==> config.mk <==
export PLATFORM = sky130hd
export DESIGN_NAME = bump_light_pixel_shader
export DESIGN_NICKNAME = d
export VERILOG_FILES = /design/src/design/blps_pkg.sv /design/src/design/bump_light_pixel_shader.sv /design/src/design/blps_slope.sv /design/src/design/blps_gain.sv /design/src/design/blps_blend.sv
export SDC_FILE = /design/constraint.sdc
export NUM_CORES = 1
export LEC_CHECK = 0
export BUFFER_PORTS_ARGS = -buffer_cell sky130_fd_sc_hd__buf_2
export CORE_MARGIN = 2
export CORE_UTILIZATION = 50
export CTS_CLUSTER_DIAMETER = 50
export CTS_CLUSTER_SIZE = 14
export DETAILED_ROUTE_END_ITERATION = 10
export PLACE_DENSITY = 0.77
export SETUP_SLACK_MARGIN = 0.15
export SYNTH_ARGS = -nofsm -noshare
export SYNTH_HDL_FRONTEND = slang
export SYNTH_HIERARCHICAL = 1
export SYNTH_SLANG_ARGS = --single-unit
export TNS_END_PERCENT = 5
==> constraint.sdc <==
create_clock -name clk -period 5.04 [get_ports clk]
set_clock_uncertainty 0.1 [all_clocks]
set_input_delay 0.504 -clock clk [delete_from_list [all_inputs] [get_ports clk]]
set_output_delay 0.504 -clock clk [all_outputs]
set_load 0.01 [all_outputs]
==> src/design/blps_pkg.sv <==
// ----------------------------------------------------------------------------
// blps_pkg
// Shared widths, codes and types for the bump-light pixel shader.
// ----------------------------------------------------------------------------
package blps_pkg;

  localparam int MAX_DIM  = 4096;
  localparam int COORD_W  = $clog2(MAX_DIM);
  localparam int DIFF_W   = COORD_W + 1;      // signed pixel-to-light distance
  localparam int SLOPE_W  = COORD_W + 2;      // height diff minus distance
  localparam int CH_W     = 8;
  localparam int RGB_W    = 3 * CH_W;
  localparam int TERM_W   = 7;                // 1..127
  localparam int TT_W     = 2 * TERM_W;       // term product
  localparam int DEPTH_W  = 7;
  localparam int SCALE_W  = 9;                // depth * 256 / 100, up to 325
  localparam int AMT_W    = 9;                // added amount, up to 319
  localparam int SHIFT_AMT = 8 + 6;

  localparam logic [TERM_W-1:0] TERM_MAX = 7'd127;
  localparam logic [CH_W-1:0]   CH_CAP   = 8'd254;
  localparam logic [RGB_W-1:0]  WHITE    = 24'hFFFFFF;

  // depth * 256 / 100 == depth * 64 / 25, as a multiply by ceil(2^20 / 25)
  localparam int RECIP_W     = 16;
  localparam logic [RECIP_W-1:0] RECIP_25 = 16'd41944;
  localparam int RECIP_SHIFT = 20 - 6;

  // blend modes
  localparam logic [1:0] BLEND_REPLACE = 2'd0;
  localparam logic [1:0] BLEND_ADD     = 2'd1;
  localparam logic [1:0] BLEND_MEAN    = 2'd2;

  // register indexes
  localparam int CFG_IDX_W = 3;
  localparam logic [CFG_IDX_W-1:0] REG_LIGHT_X    = 3'd0;
  localparam logic [CFG_IDX_W-1:0] REG_LIGHT_Y    = 3'd1;
  localparam logic [CFG_IDX_W-1:0] REG_DEPTH      = 3'd2;
  localparam logic [CFG_IDX_W-1:0] REG_INVERT     = 3'd3;
  localparam logic [CFG_IDX_W-1:0] REG_BLEND      = 3'd4;
  localparam logic [CFG_IDX_W-1:0] REG_SKIP_FLAT  = 3'd5;
  localparam logic [CFG_IDX_W-1:0] REG_SHOW_LIGHT = 3'd6;
  localparam int CFG_DATA_W = COORD_W;

  // per-pixel control carried down the pipe
  typedef struct packed {
    logic wr;     // pixel gets a shaded value
    logic mark;   // light marker applies if not written
  } ctl_t;

endpackage

==> src/design/bump_light_pixel_shader.sv <==
// ----------------------------------------------------------------------------
// bump_light_pixel_shader
// Point-light bump shader: one pixel beat in, one shaded pixel beat out.
// ----------------------------------------------------------------------------
//
//  channel | direction | beat content
//  --------+-----------+------------------------------------------------------
//  in_     | slave     | position, border flag, color, four depth neighbors
//  out_    | master    | shaded color
//  cfg_    | write     | light position, depth, invert, blend, skip, marker
//
//  Five register stages: heights/distances, slope terms, term product,
//  scaled amount, lift/blend/output. Throughput is one beat per clock while
//  out_tready is high; a low out_tready holds the stages.
//  Each stage loads when it is empty or the stage after it moves, so bubbles
//  close up and a stalled out_ side holds everything without loss.
//  rst_n (sync, low) clears the stage valid bits and loads register resets.
//
module bump_light_pixel_shader (
  input  logic                             clk,
  input  logic                             rst_n,
  // in_tdata, from bit 0: pixel_x[11:0], pixel_y[23:12], pixel_color[47:24],
  // height_left[71:48], height_right[95:72], height_up[119:96],
  // height_down[143:120]
  input  logic                             in_tvalid,
  output logic                             in_tready,
  input  logic [143:0]                     in_tdata,
  input  logic                             in_tuser,   // on_border
  // out_tdata, from bit 0: shaded_color[23:0]
  output logic                             out_tvalid,
  input  logic                             out_tready,
  output logic [23:0]                      out_tdata,
  // configuration write port
  input  logic                             cfg_we,
  input  logic [blps_pkg::CFG_IDX_W-1:0]   cfg_addr,
  input  logic [blps_pkg::CFG_DATA_W-1:0]  cfg_wdata
);
  import blps_pkg::*;

  localparam int NSTG = 5;

  // ---- configuration registers -------------------------------------------
  logic [COORD_W-1:0]  light_x_r, light_y_r;
  logic [DEPTH_W-1:0]  depth_r;
  logic                invert_r, skip_flat_r, show_light_r;
  logic [1:0]          blend_r;
  logic [SCALE_W-1:0]  scaled_r;
  logic [DEPTH_W+RECIP_W-1:0] scale_prod;

  always_ff @(posedge clk) begin
    if (!rst_n) begin
      light_x_r    <= '0;
      light_y_r    <= '0;
      depth_r      <= DEPTH_W'(30);
      invert_r     <= 1'b0;
      blend_r      <= BLEND_REPLACE;
      skip_flat_r  <= 1'b1;
      show_light_r <= 1'b0;
    end else if (cfg_we) begin
      case (cfg_addr)
        REG_LIGHT_X:    light_x_r    <= cfg_wdata[COORD_W-1:0];
        REG_LIGHT_Y:    light_y_r    <= cfg_wdata[COORD_W-1:0];
        REG_DEPTH:      depth_r      <= cfg_wdata[DEPTH_W-1:0];
        REG_INVERT:     invert_r     <= cfg_wdata[0];
        REG_BLEND:      blend_r      <= cfg_wdata[1:0];
        REG_SKIP_FLAT:  skip_flat_r  <= cfg_wdata[0];
        REG_SHOW_LIGHT: show_light_r <= cfg_wdata[0];
        default: ;
      endcase
    end
  end

  // depth * 256 / 100 by reciprocal; exact for every 7-bit depth.
  // Registered into scaled_r, one register behind depth_r.
  assign scale_prod = (DEPTH_W+RECIP_W)'(depth_r) * (DEPTH_W+RECIP_W)'(RECIP_25);

  always_ff @(posedge clk) begin
    scaled_r <= SCALE_W'(scale_prod >> RECIP_SHIFT);
  end

  // ---- stage valid bits and load enables ----------------------------------
  logic [NSTG-1:0] valid_r, valid_nxt;
  logic [NSTG-1:0] en;

  always_comb begin
    en[NSTG-1] = !valid_r[NSTG-1] || out_tready;
    for (int k = NSTG-2; k >= 0; k--) begin
      en[k] = !valid_r[k] || en[k+1];
    end
    valid_nxt = valid_r;
    if (en[0]) valid_nxt[0] = in_tvalid;
    for (int k = 1; k < NSTG; k++) begin
      if (en[k]) valid_nxt[k] = valid_r[k-1];
    end
  end

  always_ff @(posedge clk) begin
    if (!rst_n) valid_r <= '0;
    else        valid_r <= valid_nxt;
  end

  assign in_tready  = en[0];
  assign out_tvalid = valid_r[NSTG-1];

  // ---- datapath -----------------------------------------------------------
  logic [TERM_W-1:0] term_h, term_v;
  logic              term_pos;
  logic [RGB_W-1:0]  src2, src4;
  ctl_t              ctl2, ctl4;
  logic [AMT_W-1:0]  amount;

  blps_slope u_slope (
    .clk           (clk),
    .en1           (en[0]),
    .en2           (en[1]),
    .invert_height (invert_r),
    .skip_flat     (skip_flat_r),
    .show_light    (show_light_r),
    .light_x       (light_x_r),
    .light_y       (light_y_r),
    .pixel_x       (in_tdata[11:0]),
    .pixel_y       (in_tdata[23:12]),
    .on_border     (in_tuser),
    .pixel_color   (in_tdata[47:24]),
    .height_left   (in_tdata[71:48]),
    .height_right  (in_tdata[95:72]),
    .height_up     (in_tdata[119:96]),
    .height_down   (in_tdata[143:120]),
    .term_h        (term_h),
    .term_v        (term_v),
    .term_pos      (term_pos),
    .src           (src2),
    .ctl           (ctl2)
  );

  blps_gain u_gain (
    .clk          (clk),
    .en3          (en[2]),
    .en4          (en[3]),
    .scaled_depth (scaled_r),
    .term_h       (term_h),
    .term_v       (term_v),
    .term_pos     (term_pos),
    .src_in       (src2),
    .ctl_in       (ctl2),
    .amount       (amount),
    .src_out      (src4),
    .ctl_out      (ctl4)
  );

  blps_blend u_blend (
    .clk        (clk),
    .en5        (en[4]),
    .blend_mode (blend_r),
    .amount     (amount),
    .src        (src4),
    .ctl        (ctl4),
    .color      (out_tdata)
  );

endmodule

==> src/design/blps_slope.sv <==
// ----------------------------------------------------------------------------
// blps_slope
// Stages 1-2: neighbour heights, light distance, slope terms.
// ----------------------------------------------------------------------------
module blps_slope (
  input  logic                          clk,
  input  logic                          en1,
  input  logic                          en2,
  input  logic                          invert_height,
  input  logic                          skip_flat,
  input  logic                          show_light,
  input  logic [blps_pkg::COORD_W-1:0]  light_x,
  input  logic [blps_pkg::COORD_W-1:0]  light_y,
  input  logic [blps_pkg::COORD_W-1:0]  pixel_x,
  input  logic [blps_pkg::COORD_W-1:0]  pixel_y,
  input  logic                          on_border,
  input  logic [blps_pkg::RGB_W-1:0]    pixel_color,
  input  logic [blps_pkg::RGB_W-1:0]    height_left,
  input  logic [blps_pkg::RGB_W-1:0]    height_right,
  input  logic [blps_pkg::RGB_W-1:0]    height_up,
  input  logic [blps_pkg::RGB_W-1:0]    height_down,
  output logic [blps_pkg::TERM_W-1:0]   term_h,
  output logic [blps_pkg::TERM_W-1:0]   term_v,
  output logic                          term_pos,
  output logic [blps_pkg::RGB_W-1:0]    src,
  output blps_pkg::ctl_t                ctl
);
  import blps_pkg::*;

  function automatic logic [CH_W-1:0] height_of(input logic [RGB_W-1:0] c,
                                               input logic inv);
    logic [CH_W-1:0] m;
    m = c[7:0];
    if (c[15:8] > m) m = c[15:8];
    if (c[23:16] > m) m = c[23:16];
    return inv ? ~m : m;
  endfunction

  // stage 1
  logic [CH_W-1:0]          hl_r, hr_r, hu_r, hd_r;
  logic signed [DIFF_W-1:0] dx_r, dy_r;
  logic [RGB_W-1:0]         src1_r;
  ctl_t                     ctl1_r;
  logic                     flat;

  assign flat = skip_flat && (height_left == '0) && (height_right == '0) &&
                (height_up == '0) && (height_down == '0);

  always_ff @(posedge clk) begin
    if (en1) begin
      hl_r        <= height_of(height_left, invert_height);
      hr_r        <= height_of(height_right, invert_height);
      hu_r        <= height_of(height_up, invert_height);
      hd_r        <= height_of(height_down, invert_height);
      dx_r        <= $signed({1'b0, pixel_x}) - $signed({1'b0, light_x});
      dy_r        <= $signed({1'b0, pixel_y}) - $signed({1'b0, light_y});
      src1_r      <= pixel_color;
      ctl1_r.wr   <= !on_border && !flat;
      ctl1_r.mark <= show_light && (pixel_x == light_x) && (pixel_y == light_y);
    end
  end

  // stage 2
  logic signed [SLOPE_W-1:0] slope_h, slope_v;
  logic [SLOPE_W-1:0]        abs_h, abs_v;
  logic [TERM_W-1:0]         th_r, tv_r;
  logic                      pos_r;
  logic [RGB_W-1:0]          src2_r;
  ctl_t                      ctl2_r;

  assign slope_h = $signed({{(SLOPE_W-CH_W){1'b0}}, hr_r})
                 - $signed({{(SLOPE_W-CH_W){1'b0}}, hl_r})
                 - SLOPE_W'(dx_r);
  assign slope_v = $signed({{(SLOPE_W-CH_W){1'b0}}, hd_r})
                 - $signed({{(SLOPE_W-CH_W){1'b0}}, hu_r})
                 - SLOPE_W'(dy_r);
  assign abs_h = slope_h[SLOPE_W-1] ? SLOPE_W'(-slope_h) : SLOPE_W'(slope_h);
  assign abs_v = slope_v[SLOPE_W-1] ? SLOPE_W'(-slope_v) : SLOPE_W'(slope_v);

  always_ff @(posedge clk) begin
    if (en2) begin
      th_r   <= TERM_MAX - abs_h[TERM_W-1:0];
      tv_r   <= TERM_MAX - abs_v[TERM_W-1:0];
      pos_r  <= (abs_h < SLOPE_W'(TERM_MAX)) && (abs_v < SLOPE_W'(TERM_MAX));
      src2_r <= src1_r;
      ctl2_r <= ctl1_r;
    end
  end

  assign term_h   = th_r;
  assign term_v   = tv_r;
  assign term_pos = pos_r;
  assign src      = src2_r;
  assign ctl      = ctl2_r;

endmodule

==> src/design/blps_gain.sv <==
// ----------------------------------------------------------------------------
// blps_gain
// Stages 3-4: term product, then scaled light amount.
// ----------------------------------------------------------------------------
module blps_gain (
  input  logic                          clk,
  input  logic                          en3,
  input  logic                          en4,
  input  logic [blps_pkg::SCALE_W-1:0]  scaled_depth,
  input  logic [blps_pkg::TERM_W-1:0]   term_h,
  input  logic [blps_pkg::TERM_W-1:0]   term_v,
  input  logic                          term_pos,
  input  logic [blps_pkg::RGB_W-1:0]    src_in,
  input  blps_pkg::ctl_t                ctl_in,
  output logic [blps_pkg::AMT_W-1:0]    amount,
  output logic [blps_pkg::RGB_W-1:0]    src_out,
  output blps_pkg::ctl_t                ctl_out
);
  import blps_pkg::*;

  logic [TT_W-1:0]          tt_r;
  logic [RGB_W-1:0]         src3_r, src4_r;
  ctl_t                     ctl3_r, ctl4_r;
  logic [AMT_W-1:0]         amt_r;
  logic [TT_W+SCALE_W-1:0]  prod;

  always_ff @(posedge clk) begin
    if (en3) begin
      tt_r   <= term_pos ? TT_W'(term_h * term_v) : '0;
      src3_r <= src_in;
      ctl3_r <= ctl_in;
    end
  end

  assign prod = (TT_W+SCALE_W)'(tt_r) * (TT_W+SCALE_W)'(scaled_depth);

  always_ff @(posedge clk) begin
    if (en4) begin
      amt_r  <= AMT_W'(prod >> SHIFT_AMT);
      src4_r <= src3_r;
      ctl4_r <= ctl3_r;
    end
  end

  assign amount  = amt_r;
  assign src_out = src4_r;
  assign ctl_out = ctl4_r;

endmodule

==> src/design/blps_blend.sv <==
// ----------------------------------------------------------------------------
// blps_blend
// Stage 5: lift and cap channels, blend with source or pick marker/black, output register.
// ----------------------------------------------------------------------------
module blps_blend (
  input  logic                          clk,
  input  logic                          en5,
  input  logic [1:0]                    blend_mode,
  input  logic [blps_pkg::AMT_W-1:0]    amount,
  input  logic [blps_pkg::RGB_W-1:0]    src,
  input  blps_pkg::ctl_t                ctl,
  output logic [blps_pkg::RGB_W-1:0]    color
);
  import blps_pkg::*;

  logic [RGB_W-1:0] shaded, added, avg, blended, color_r;
  logic [AMT_W:0]   lift [3];
  logic [CH_W:0]    sum  [3];

  always_comb begin
    for (int k = 0; k < 3; k++) begin
      lift[k] = (AMT_W+1)'(src[8*k +: CH_W]) + (AMT_W+1)'(amount);
      shaded[8*k +: CH_W] = (lift[k] > (AMT_W+1)'(CH_CAP)) ? CH_CAP
                                                            : lift[k][CH_W-1:0];
      sum[k] = (CH_W+1)'(src[8*k +: CH_W]) + (CH_W+1)'(shaded[8*k +: CH_W]);
      added[8*k +: CH_W] = sum[k][CH_W] ? {CH_W{1'b1}} : sum[k][CH_W-1:0];
      avg[8*k +: CH_W] = CH_W'(src[8*k+1 +: CH_W-1]) +
                         CH_W'(shaded[8*k+1 +: CH_W-1]);
    end
    case (blend_mode)
      BLEND_ADD:  blended = added;
      BLEND_MEAN: blended = avg;
      default:    blended = shaded;
    endcase
  end

  always_ff @(posedge clk) begin
    if (en5) begin
      color_r <= ctl.wr ? blended : (ctl.mark ? WHITE : '0);
    end
  end

  assign color = color_r;

endmodule
==> metrics.md, run 1 <==
| Metric | Value |
|---|---|
| Number of buffer cells added on primary ports | 190 |
| Total clock sinks | 274 |
| Outcome | finished, final reports clean |
| GRT Total Usage | 22.9% |
| Ratio of final minimum period to clock period | 94.3% |
| Die width | 230 um |
| Fill cell instance count of the final layout | 4331 |
| First drt pass iteration count | 5 |
| Register area | 7740 um^2 |
| Number of distinct library cell variants in the gate-level netlist after synthesis | 106 |
| DRT Wirelength | 61000 um |
| Crit. End Element | flop |
| DP Area | 27300 um^2 |
| Crit path launch type | flop |
| Master cell of the clock root buffer | clkbuf_16 |
| Clock transition at the registers of the reported paths | 0.06 ns |
| FF+latch count, synth | 274 |
| Final setup TNS | 0 ns |
| Leading cell type in the layout, fill and taps excluded | inv_1 |
| Maximum count of clock buffers along a single path | 3 |
| Cell type with the highest occurrence count on the critical path | fa_1 |
| Estimated wirelength of the detail-placed design | 49200 um |
| Synthesis warning total | 6 |
| Slowest library cell on the worst path | fa_1 |
| Kind of cell adding the most delay to the critical path | adder cells |
| Fraction of the yosys area taken by sequential cells | 30.3% |
| Floorplan Core Area | 50300 um^2 |
| Initial core utilization | 50.7% |
| Crit path buf inv count | 3 |
| Number of buffers created by CTS | 35 |
| Syn Area/Cell | 9.71 um^2 |
| Asr flop ratio synth | 0% |
| Worst rel slew slack | 30.4% |
| TritonCTS clock tree | yes |
| Delay of the slowest critical-path stage | 0.54 ns |
| Total Nets Final | 3459 |
| Final core utilization | 56.8% |
| Max-slew violation count | 0 |
| Power density over the cells | 477 nW/um^2 |
| Final instance area | 28600 um^2 |
| Overflow after GRT | 0 |
| Detailed-route vias per instance | 5.57 |
| Shortest clock period the worst path allows after layout | 4.75 ns |
| Antenna viol nets, final | 0 |
| Max-cap violations | 0 |
| Min-delay worst type | in -> reg |
| VDD IR-drop max | 0.855 mV |
| Synth area leader | edfxtp_1 |
| Data arrival time of the critical path | 4.92 ns |
| Number of top-level pins | 191 |
| Critical path peak fanout | 7 |
| Standard-cell row count | 82 |
| Worst endpoint required time | 5.21 ns |
| RSZ-0062 raised after global routing | true |
| Via count of the first global-routing pass | 19879 |
| Total die area | 52800 um^2 |
| Weighted congestion at the end of routability-driven global placement | 0.950 |
| Leakage Power | 13.7 nW |
| Synth area leaders | edfxtp_1, ha_1, fa_1 |
| Wire length of the first global-routing pass | 98900 um |
| Transition time at the pin with the least slew margin | 1.04 ns |
| Primary flip-flop cell chosen by synthesis mapping | edfxtp_1 |
| Kind of critical path | reg -> reg |
| Largest net degree at the start of global routing | 59 |
| Worst skew pair latency | 0.53 ns |
| Detail-routed net length per standard cell | 17.2 um |
| Chip height | 230 um |
| Minimum setup slack after placement | 0.136 ns |
| Number of synthesized flops with an enable pin | 224 |
| Via total after detailed routing | 19717 |
| Ratio of cells with drive above 1 in the final layout | 12.7% |
| Peak clock frequency supported by timing | 211 MHz |
| Commonest cells after routing, fill and taps aside | inv_1, ha_1, nand2_1 |
| Final hold vios | 0 |
| Number of H-tree levels | 2 |
| Cell total after placement | 3473 |
| Total design power | 13.6 mW |
| Syn-to-layout area delta | 12.1% |
| Nets in the synthesized netlist | 3238 |
| Multi-input gate area in the final layout | 16300 um^2 |
| Min setup slack post-route | 0.290 ns |
| Detailed-route DRC error count | 0 |
| Gate count after technology mapping | 2625 |
| Worst Hold Margin | 0.0447 ns |
| CP cell instances | buf_4 > and2_1 > fa_1 > fa_1 > fa_1 > inv_1 > fa_1 > inv_1 > ha_1 > a21oi_1 > a2bb2oi_2 > o211ai_2 > and3b_2 > o41ai_2 > nor2_1 |
| Number of setup violations in the final report | 0 |
| Post-Layout Cell Count | 3540 |
| Initial detailed-routing violation count | 1254 |
| Initial antenna violation count | 1 |
| Summed instance area of the synthesized netlist | 25500 um^2 |
| Area fraction of the dominant cell type after synthesis | 26.4% |
==> worst paths after layout <==
| path | endpoint | depth (start not counted) | start | slack, ns |
|---|---|---|---|---|
| max | u_gain/amount[6]$_DFFE_PP_ | 15 | u_gain/tt_r[6]$_SDFFCE_PN0P_ | 0.29 |
| min | u_slope/src1_r[9]$_DFFE_PP_ | 1 | in_tdata[33] | 0.04 |
| max reg2reg | u_gain/amount[6]$_DFFE_PP_ | 15 | u_gain/tt_r[6]$_SDFFCE_PN0P_ | 0.29 |
| min reg2reg | u_gain/ctl3_r[1]$_DFFE_PP_ | 0 | u_slope/ctl[1]$_DFFE_PP_ | 0.31 |
==> layout make-up <==
cell class | count | area share (%)
Sequential cell | 274 | 27.1
Clock inverter | 21 | 0.688
Timing Repair Buffer | 233 | 4.45
Tap cell | 672 | 2.94
Inverter | 363 | 4.77
Multi-Input combinational cell | 1939 | 57.0
Clock buffer | 37 | 3.09
Antenna cell | 1 | 0.00876
==> report_power, final <==
group / switching [mW] / leakage [nW] / internal, mW
clock: 0.947 / 0.532 / 1.39
combinational: 4.80 / 10.3 / 3.47
sequential: 0.224 / 2.85 / 2.79
total: 5.97 / 13.7 / 7.65
==> state kept, by name (all words and copies together), names as in the netlist, 5 cells and up <==
| register | count |
|---|---|
| u_blend/color | 24 |
| u_gain/src3_r | 24 |
| u_gain/src_out | 24 |
| u_slope/src1_r | 24 |
| u_slope/src | 24 |
| u_gain/tt_r | 14 |
| u_slope/dx_r | 13 |
| u_slope/dy_r | 13 |
| light_x_r | 12 |
| light_y_r | 12 |
| scaled_r | 9 |
| u_gain/amount | 9 |
| u_slope/hd_r | 8 |
| u_slope/hl_r | 8 |
| u_slope/hr_r | 8 |
| u_slope/hu_r | 8 |
| depth_r | 7 |
| u_slope/term_h | 7 |
| u_slope/term_v | 7 |
| valid_r | 5 |
==> layer usage <==
metal	GRT usage [%]	routed length, um
met5	0	0
met2	41.0	30100
met3	2.85	3060
met1	28.9	26300
met4	6.79	1520
==> synth_stat cells, drive strengths merged, types with 7 or more instances <==
master and count:
o211ai 12, and3 11, ha 308, o41ai 8, or2 15, xor2 76, xnor2 74, or4 8
nor2b 42, o21ai 114, a211o 7, inv 362, a211oi 15, fa 140, a21o 47, nor3 38
and2 106, o22ai 7, clkbuf 36, nand2 252, a21boi 33, o21bai 20, a221oi 7, a22oi 7
nor2 96, nand4 26, buf 13, a31oi 16, nor4 29, o221ai 7, a2111oi 8, nand3 47
o21a 26, o31ai 7, dfxtp 50, o2111ai 7, mux2i 79, nand2b 32, edfxtp 224, a21oi 125
or3 9
==> cells by family after synthesis <==
family,after synthesis,synth area share (%)
AND/OR/NAND/NOR,743,15.0
flip-flops,274,30.3
adder cells (fa/ha/maj),448,26.1
XOR/XNOR,150,5.29
buffers and inverters,412,6.20
AO/OA/AOI/OAI,513,13.7
multiplexers,85,3.37
==> timing repair <==
| action | in CTS | in global routing |
|---|---|---|
| setup buffers | 3 | 5 |
| hold endpoints to repair | 0 | 0 |
| setup endpoints to repair | 1 | 27 |
| pin swaps | 0 | 0 |
| gates resized for setup | 2 | 17 |
| hold buffers | 0 | 0 |
Note: power is estimated with default switching activity, not from simulation.
==> run 2, diff against run 1 <==
--- a/config.mk
+++ b/config.mk
@@ -12,6 +12,7 @@
 export CTS_CLUSTER_SIZE = 14
 export DETAILED_ROUTE_END_ITERATION = 10
 export PLACE_DENSITY = 0.77
+export REMOVE_ABC_BUFFERS = 1
 export SETUP_SLACK_MARGIN = 0.15
 export SYNTH_ARGS = -nofsm -noshare
 export SYNTH_HDL_FRONTEND = slang
==> constraint.sdc (replaced) <==
create_clock -name clk -period 5.04 [get_ports clk]
set_clock_uncertainty 0.1 [all_clocks]
set_input_delay 0.252 -clock clk [delete_from_list [all_inputs] [get_ports clk]]
set_output_delay 0.252 -clock clk [all_outputs]
set_load 0.01 [all_outputs]
==> run 2 against run 1 <==
  * Worst setup slack got worse by 0.081 ns
  * Hold slack got worse by 0.0042 ns
  * First-iteration DRC count rose by 7.7%
  * Routed wire length rose by 2.0%
  * Critical path depth did not move
  * Design area rose by 1.7%
  * Global-route usage rose by 0.44 points
==> metrics.md, run 2 (same netlist as run 1, synthesis figures left out) <==
| Metric | Value |
|---|---|
| Critical path peak fanout | 7 (unchanged) |
| Total die area | 52800 um^2 (unchanged) |
| Min setup slack post-route | 0.209 ns (-0.0809 ns) |
| Capture point of the worst path | u_gain/amount[6]$_DFFE_PP_ |
| Number of buffer cells added on primary ports | 190 (unchanged) |
| Number of buffers created by CTS | 34 (-2.9%) |
| Clock transition at the registers of the reported paths | 0.06 ns (about the same) |
| GRT Total Usage | 23.3% (+0.44 points) |
| Switching component of the power | 6.06 mW (+1.5%) |
| Portion of total power attributed to the clock network | 17.7% (+0.6 points) |
| Cell count of the worst reg-to-reg path | 15 (unchanged) |
| Number of setup violations in the final report | 0 (unchanged) |
| Weighted congestion at the end of routability-driven global placement | 0.968 (+1.9%) |
| Data arrival time of the critical path | 5.00 ns (+0.08 ns) |
| Final instance area | 29000 um^2 (+1.7%) |
| Leakage Power | 13.9 nW (+1.3%) |
| Shortest clock period the worst path allows after layout | 4.83 ns (+0.0809 ns) |
| Final hold vios | 0 (unchanged) |
| Detail-routed net length per standard cell | 17.3 um (+0.72%) |
| Kind of critical path | reg -> reg |
| TritonCTS clock tree | yes |
| Met2 capacity usage during global routing | 41.0% (about the same) |
| Number of top-level pins | 191 (unchanged) |
| Outcome | finished, final reports clean |
| Crit. End Element | flop |
| Worst endpoint required time | 5.21 ns (about the same) |
| Worst skew pair latency | 0.55 ns (+0.02 ns) |
| DP Area | 27300 um^2 (about the same) |
| Initial antenna violation count | 0 (-1) |
| Overflow after GRT | 0 (unchanged) |
| Die width | 230 um (unchanged) |
| Largest net degree at the start of global routing | 66 (+12%) |
| Initial core utilization | 50.7% (unchanged) |
| Chip height | 230 um (unchanged) |
| VDD IR-drop max | 0.666 mV (-22%) |
| Via count of the first global-routing pass | 20356 (+2.4%) |
| Ratio of cells with drive above 1 in the final layout | 12.8% (+0.039 points) |
| Multi-input gate area in the final layout | 16300 um^2 (about the same) |
| Initial detailed-routing violation count | 1351 (+7.7%) |
| Detailed-route vias per instance | 5.61 (+0.80%) |
| Internal Power | 7.74 mW (+1.2%) |
| Wire length of the first global-routing pass | 101000 um (+1.7%) |
| Via total after detailed routing | 20128 (+2.1%) |
| Leading cell type in the layout, fill and taps excluded | inv_1 |
| Estimated wirelength of the detail-placed design | 49500 um (+0.54%) |
| DRT Wirelength | 62200 um (+2.0%) |
| Worst reg2reg startpoint | u_gain/tt_r[1]$_SDFFCE_PN0P_ |
| Standard-cell row count | 82 (unchanged) |
| Maximum count of clock buffers along a single path | 3 (unchanged) |
| Count of antenna diodes in the layout | 0 (-1) |
| Crit path launch type | flop |
| Logic pwr share | 60.3% (-0.4 points) |
| Detailed-route DRC error count | 0 (unchanged) |
| Reg2reg end | u_gain/amount[6]$_DFFE_PP_ |
| Switching Share | 43.9% (+0.057 points) |
| Crit path from | u_gain/tt_r[1]$_SDFFCE_PN0P_ |
| Minimum setup slack after placement | 0.0653 ns (-0.0707 ns) |
| Max-cap violations | 0 (unchanged) |
| Power density over the cells | 475 nW/um^2 (-0.37%) |
| Relative contribution of sequential cells to total power | 22.0% (-0.2 points) |
| Ratio of final minimum period to clock period | 95.9% (+1.6 points) |
| Worst rel slew slack | 29.1% (-1.3 points) |
| Commonest cells after routing, fill and taps aside | inv_1, ha_1, nand2_1 |
| Register area | 7740 um^2 (about the same) |
| Number of H-tree levels | 2 (unchanged) |
| Total clock sinks | 274 (unchanged) |
| Reg2reg setup slack | 0.21 ns (-0.08 ns) |
| Peak clock frequency supported by timing | 207 MHz (-1.7%) |
| Met1 demand-to-capacity share in global routing | 28.9% (about the same) |
| First drt pass iteration count | 5 (unchanged) |
| Fill cell instance count of the final layout | 4312 (-0.44%) |
| Floorplan Core Area | 50300 um^2 (unchanged) |
| Max-slew violation count | 0 (unchanged) |
| Antenna viol nets, final | 0 (unchanged) |
| Total Nets Final | 3500 (+1.2%) |
| Syn-to-layout area delta | 14.0% |
| Min-delay worst type | in -> reg |
| Met3 track demand over resource in global routing | 3.09% (+0.24 points) |
| Layer carrying the most global-route usage | met2 |
| Master cell of the clock root buffer | clkbuf_16 |
| RSZ-0062 raised after global routing | true |
| Transition time at the pin with the least slew margin | 1.06 ns (+0.0236 ns) |
run 2: layout make-up:
class | instances | share of cell area, %
Inverter | 363 | 4.69
Tap cell | 672 | 2.89
Timing Repair Buffer | 275 | 5.83
Multi-Input combinational cell | 1939 | 56.0
Clock buffer | 41 | 3.09
Clock inverter | 21 | 0.831
Sequential cell | 274 | 26.6
run 2: timing repair:
action / in CTS / in global routing
hold buffers: 42 / 0
pin swaps: 0 / 0
setup endpoints to repair: 2 / 25
gates cloned: 0 / 0
resized for setup: 10 / 12
hold endpoints to repair: 63 / 0
buffers inserted: 9 / 2
run 2: per-stage QoR:
step	hold WS (ns)	total power [mW]	setup TNS (ns)	utilization, %	instances
detailed placement	0.305	11.1	0	54.3	3470
floorplan	0.214	9.28	0	-	2576
finish	0.0405	13.8	0	57.8	3585
global placement	0.302	10.8	0	54.3	3470
CTS	0.00785	13.7	0	57.6	3583
global route	0.0537	14.9	-0.0239	57.8	3585
run 2: routing by layer:
metal,share of wire (%),wire [um]
met3,5.0,3120
met5,0,0
met2,49,30400
met4,3.6,2240
met1,43,26500
run 2: how the worst min path moves through the flow:
stage                                            end  slack [ns]  depth (start not counted)                startpoint
after floorplan              depth_r[1]$_SDFFE_PN1P_        0.21                          1                     rst_n
after global placement    u_gain/src3_r[1]$_DFFE_PP_        0.30                          0  u_slope/src[1]$_DFFE_PP_
after detailed placement  u_gain/src3_r[0]$_DFFE_PP_        0.30                          0  u_slope/src[0]$_DFFE_PP_
after CTS                      invert_r$_SDFFE_PN0P_       0.008                          4               cfg_addr[0]
after global routing      u_slope/dy_r[12]$_DFFE_PP_        0.05                          3              in_tdata[23]
final                          invert_r$_SDFFE_PN0P_        0.04                          4               cfg_addr[0]
run 2: critical path, cell delays in order (launching register included):
cell and delay (ns):
edfxtp_1 0.38, buf_4 0.17, and2_1 0.17, fa_1 0.45, fa_1 0.55, inv_1 0.05
fa_1 0.47, inv_1 0.05, fa_1 0.47, ha_1 0.32, a211oi_1 0.28, o31a_1 0.28
o211ai_2 0.15, and3b_2 0.29, o41ai_2 0.30, nor2_1 0.08
run 2: power groups by stage:
stage                     clock, mW  sequential (mW)  combinational, mW
after detailed placement          0             3.08               8.07
after CTS                      2.49             3.03               8.19
after global routing           2.59             3.07               9.29
after global placement            0             3.06               7.74
final                          2.44             3.04               8.32
after floorplan                   0             3.00               6.28
==> run 3, diff against run 2 <==
--- a/config.mk
+++ b/config.mk
@@ -5,6 +5,7 @@
 export SDC_FILE = /design/constraint.sdc
 export NUM_CORES = 1
 export LEC_CHECK = 0
+export ABC_AREA = 1
 export BUFFER_PORTS_ARGS = -buffer_cell sky130_fd_sc_hd__buf_2
 export CORE_MARGIN = 2
 export CORE_UTILIZATION = 50
==> run 3 against run 2 <==
  * Sequential power rose by 5%
  * Global-route usage barely moved
  * Hold slack improved by 0.00086 ns
  * Fmax rose by 1.7%
  * First-iteration DRC count fell by 2.0%
  * Synthesized cell count rose by 29%
  * Routed wire length rose by 1.9%
  * Critical path type unchanged
  * Critical endpoint is now u_gain/amount[0]$_DFFE_PP_
==> metrics.md, run 3 <==
| Metric | Value |
|---|---|
| Outcome | finished, final reports clean |
| Post-Layout Cell Count | 4329 (+21%) |
| Min-delay worst type | in -> reg |
| Power density over the cells | 488 nW/um^2 (+2.8%) |
| Worst endpoint required time | 5.22 ns (about the same) |
| Via count of the first global-routing pass | 21800 (+7.1%) |
| Number of buffer cells added on primary ports | 190 (unchanged) |
| Max-cap violations | 0 (unchanged) |
| DRT Wirelength | 63400 um (+1.9%) |
| FF+latch count, synth | 274 (unchanged) |
| Overflow after GRT | 0 (unchanged) |
| CP cell instances | nand2_1 > inv_1 > fa_1 > fa_1 > fa_1 > inv_1 > fa_1 > inv_1 > ha_1 > nand2_1 > nor2_1 > nand2_2 > nand2_1 > nand2_1 > nand2_2 > xor2_1 |
| Detailed-route vias per instance | 5.21 (-7.2%) |
| Die width | 234 um (+1.7%) |
| Internal Power | 7.51 mW (-2.9%) |
| Kind of cell adding the most delay to the critical path | adder cells |
| Gate count after technology mapping | 3397 (+29%) |
| Fraction of the yosys area taken by sequential cells | 29.3% (-1.0 points) |
| Crit path launch type | flop |
| Ratio of cells with drive above 1 in the final layout | 9.04% (-3.7 points) |
| Max-slew violation count | 0 (unchanged) |
| RSZ-0062 raised after global routing | false |
| Summed instance area of the synthesized netlist | 26400 um^2 (+3.5%) |
| Synthesis warning total | 6 (unchanged) |
| Transition time at the pin with the least slew margin | 1.10 ns (+0.0364 ns) |
| Most common cell in the netlist | nand2_1 |
| Ratio of final minimum period to clock period | 94.2% (-1.6 points) |
| Peak clock frequency supported by timing | 211 MHz (+1.7%) |
| Final core utilization | 56.5% (-1.3 points) |
| Via total after detailed routing | 22545 (+12%) |
| Delay of the slowest critical-path stage | 0.66 ns (+0.11 ns) |
| Maximum count of clock buffers along a single path | 3 (unchanged) |
| TritonCTS clock tree | yes |
| Total setup buffers inserted after CTS | 0 (-9) |
| Switching Share | 47.9% (+4.0 points) |
| First drt pass iteration count | 6 (+1) |
| Leading post-synthesis cells by instance count | nand2_1, inv_1, ha_1 |
| Worst rel slew slack | 26.6% (-2.5 points) |
| Clock transition at the registers of the reported paths | 0.06 ns (about the same) |
| Number of buffers created by CTS | 34 (unchanged) |
| Slowest library cell on the worst path | dfxtp_1 |
| Initial detailed-routing violation count | 1324 (-2.0%) |
| Detail-routed net length per standard cell | 14.6 um (-16%) |
| Asr flop ratio synth | 0% (unchanged) |
| Initial core utilization | 50.4% (-0.29 points) |
| Chip height | 234 um (+1.7%) |
| Final setup TNS | 0 ns (unchanged) |
| Critical path peak fanout | 14 (+7) |
| Wire length of the first global-routing pass | 104000 um (+2.9%) |
| Estimated wirelength of the detail-placed design | 50800 um (+2.6%) |
| Shortest clock period the worst path allows after layout | 4.75 ns (-0.0830 ns) |
| Cell total after placement | 4227 (+22%) |
| Number of distinct library cell variants in the gate-level netlist after synthesis | 57 (-46%) |
| Detailed-route DRC error count | 0 (unchanged) |
| Total die area | 54600 um^2 (+3.4%) |
| Antenna viol nets, final | 0 (unchanged) |
| Leakage Power | 15.7 nW (+13%) |
| Number of setup violations in the final report | 0 (unchanged) |
| Switching component of the power | 6.91 mW (+14%) |
| Number of synthesized flops with an enable pin | 224 (unchanged) |
| Data arrival time of the critical path | 4.93 ns (-0.07 ns) |
| Syn-to-layout area delta | 12.0% |
| Number of top-level pins | 191 (unchanged) |
| Total Nets Final | 4230 (+21%) |
| Crit path buf inv count | 3 (unchanged) |
| Portion of total power attributed to the clock network | 17.1% (-0.6 points) |
| Weighted congestion at the end of routability-driven global placement | 0.929 (-4.0%) |
| Floorplan Core Area | 52300 um^2 (+4.1%) |
| Standard-cell row count | 84 (+2.4%) |
| Worst skew pair latency | 0.55 ns (about the same) |
| Largest net degree at the start of global routing | 81 (+23%) |
| Synth area leader | edfxtp_1 |
| Commonest cells after routing, fill and taps aside | nand2_1, inv_1, ha_1 |
| Master cell of the clock root buffer | clkbuf_16 |
| Syn Area/Cell | 7.77 um^2 (-20%) |
| Relative contribution of sequential cells to total power | 22.2% (+0.2 points) |
| Synth area leaders | edfxtp_1, ha_1, nand2_1 |
| Crit. End Element | flop |
| Logic pwr share | 60.7% (+0.4 points) |
| Primary flip-flop cell chosen by synthesis mapping | edfxtp_1 |
| GRT Total Usage | 23.3% (about the same) |
| Kind of critical path | reg -> reg |
| Total clock sinks | 274 (unchanged) |
| VDD IR-drop max | 0.486 mV (-27%) |
| Area fraction of the dominant cell type after synthesis | 25.5% (-0.89 points) |
| Initial antenna violation count | 2 (+2) |
| Number of H-tree levels | 2 (unchanged) |
| Leading cell type in the layout, fill and taps excluded | nand2_1 |
| Final hold vios | 0 (unchanged) |
[run 3: changes by cell type after synthesis, sizes merged, moves of 103 or more]
cell   previous run  this run
nand2           252       895
inv             362       653
nor2             96       230
nand3            47       168
and2            106         1
o21ai           114       217
[run 3: worst paths after layout]
path / start / endpoint / slack (ns) / depth (start not counted)
worst max-delay path: scaled_r[6]$_DFF_P_ / u_gain/amount[0]$_DFFE_PP_ / 0.29 / 16
worst min-delay path: in_tdata[23] / u_slope/dy_r[12]$_DFFE_PP_ / 0.04 / 3
worst max register to register: scaled_r[6]$_DFF_P_ / u_gain/amount[0]$_DFFE_PP_ / 0.29 / 16
worst min register to register: u_slope/ctl1_r[1]$_DFFE_PP_ / u_slope/ctl[1]$_DFFE_PP_ / 0.31 / 0
[run 3: cell type report]
type / count / area, um^2
flip-flops and latches: 274 / 7730
fillers: 4794 / 22800
well taps: 688 / 861
inverters: 654 / 2450
multi-input cells: 2412 / 15900
clock inverters: 16 / 188
repair buffers: 241 / 1440
clock buffers: 43 / 968
diodes: 1 / 2.50
[run 3: kinds of logic after synthesis]
logic type               Yosys count  synth area share, %
AND/OR/NAND/NOR                 1394                 22.3
buffers and inverters            711                 10.4
AO/OA/AOI/OAI                    474                 9.58
adder cells (fa/ha/maj)          448                 25.2
flip-flops                       274                 29.3
XOR/XNOR                          96                 3.22
[run 3: repair_timing]
action | CTS | global route
setup endpoints to repair | 0 | 1
hold buffers | 42 | 0
endpoints found under the hold margin | 59 | 0
resized for setup | 0 | 4
[run 3: power groups by stage]
| stage | combinational (mW) | sequential, mW | clock [mW] |
|---|---|---|---|
| floorplan | 6.83 | 3.10 | 0 |
| global placement | 8.47 | 3.23 | 0 |
| CTS | 8.71 | 3.19 | 2.52 |
| global route | 10.1 | 3.24 | 2.61 |
| finish | 8.76 | 3.20 | 2.47 |
| detailed placement | 8.61 | 3.24 | 0 |
[run 3: tightest hold or removal path, delay by kind of cell]
family | cells | cell delay [ns]
fa+ha+maj | 1 | 0.14
buf+inv | 1 | 0.09
compound gates | 1 | 0.05
[run 3: through the flow]
stage | setup slack [ns] | cell area, um^2 | hold slack [ns] | total power, mW
global placement | 0.436 | 28000 | 0.302 | 11.7
detailed placement | 0.359 | 28000 | 0.305 | 11.8
global route | 0.153 | 29600 | 0.0389 | 16.0
CTS | 0.330 | 29500 | 0.0274 | 14.4
floorplan | 0.00684 | 26100 | 0.236 | 9.94
finish | 0.292 | 29600 | 0.0413 | 14.4
[run 3: layer usage]
layer / part of all wire, % / GRT usage [%] / vias up
li1: - / - / 11374
met3: 5.5 / 3.00 / 109
met4: 2.7 / 7.61 / 2
met1: 43 / 30.0 / 10398
met5: 0.021 / 0 / -
met2: 48 / 40.7 / 662
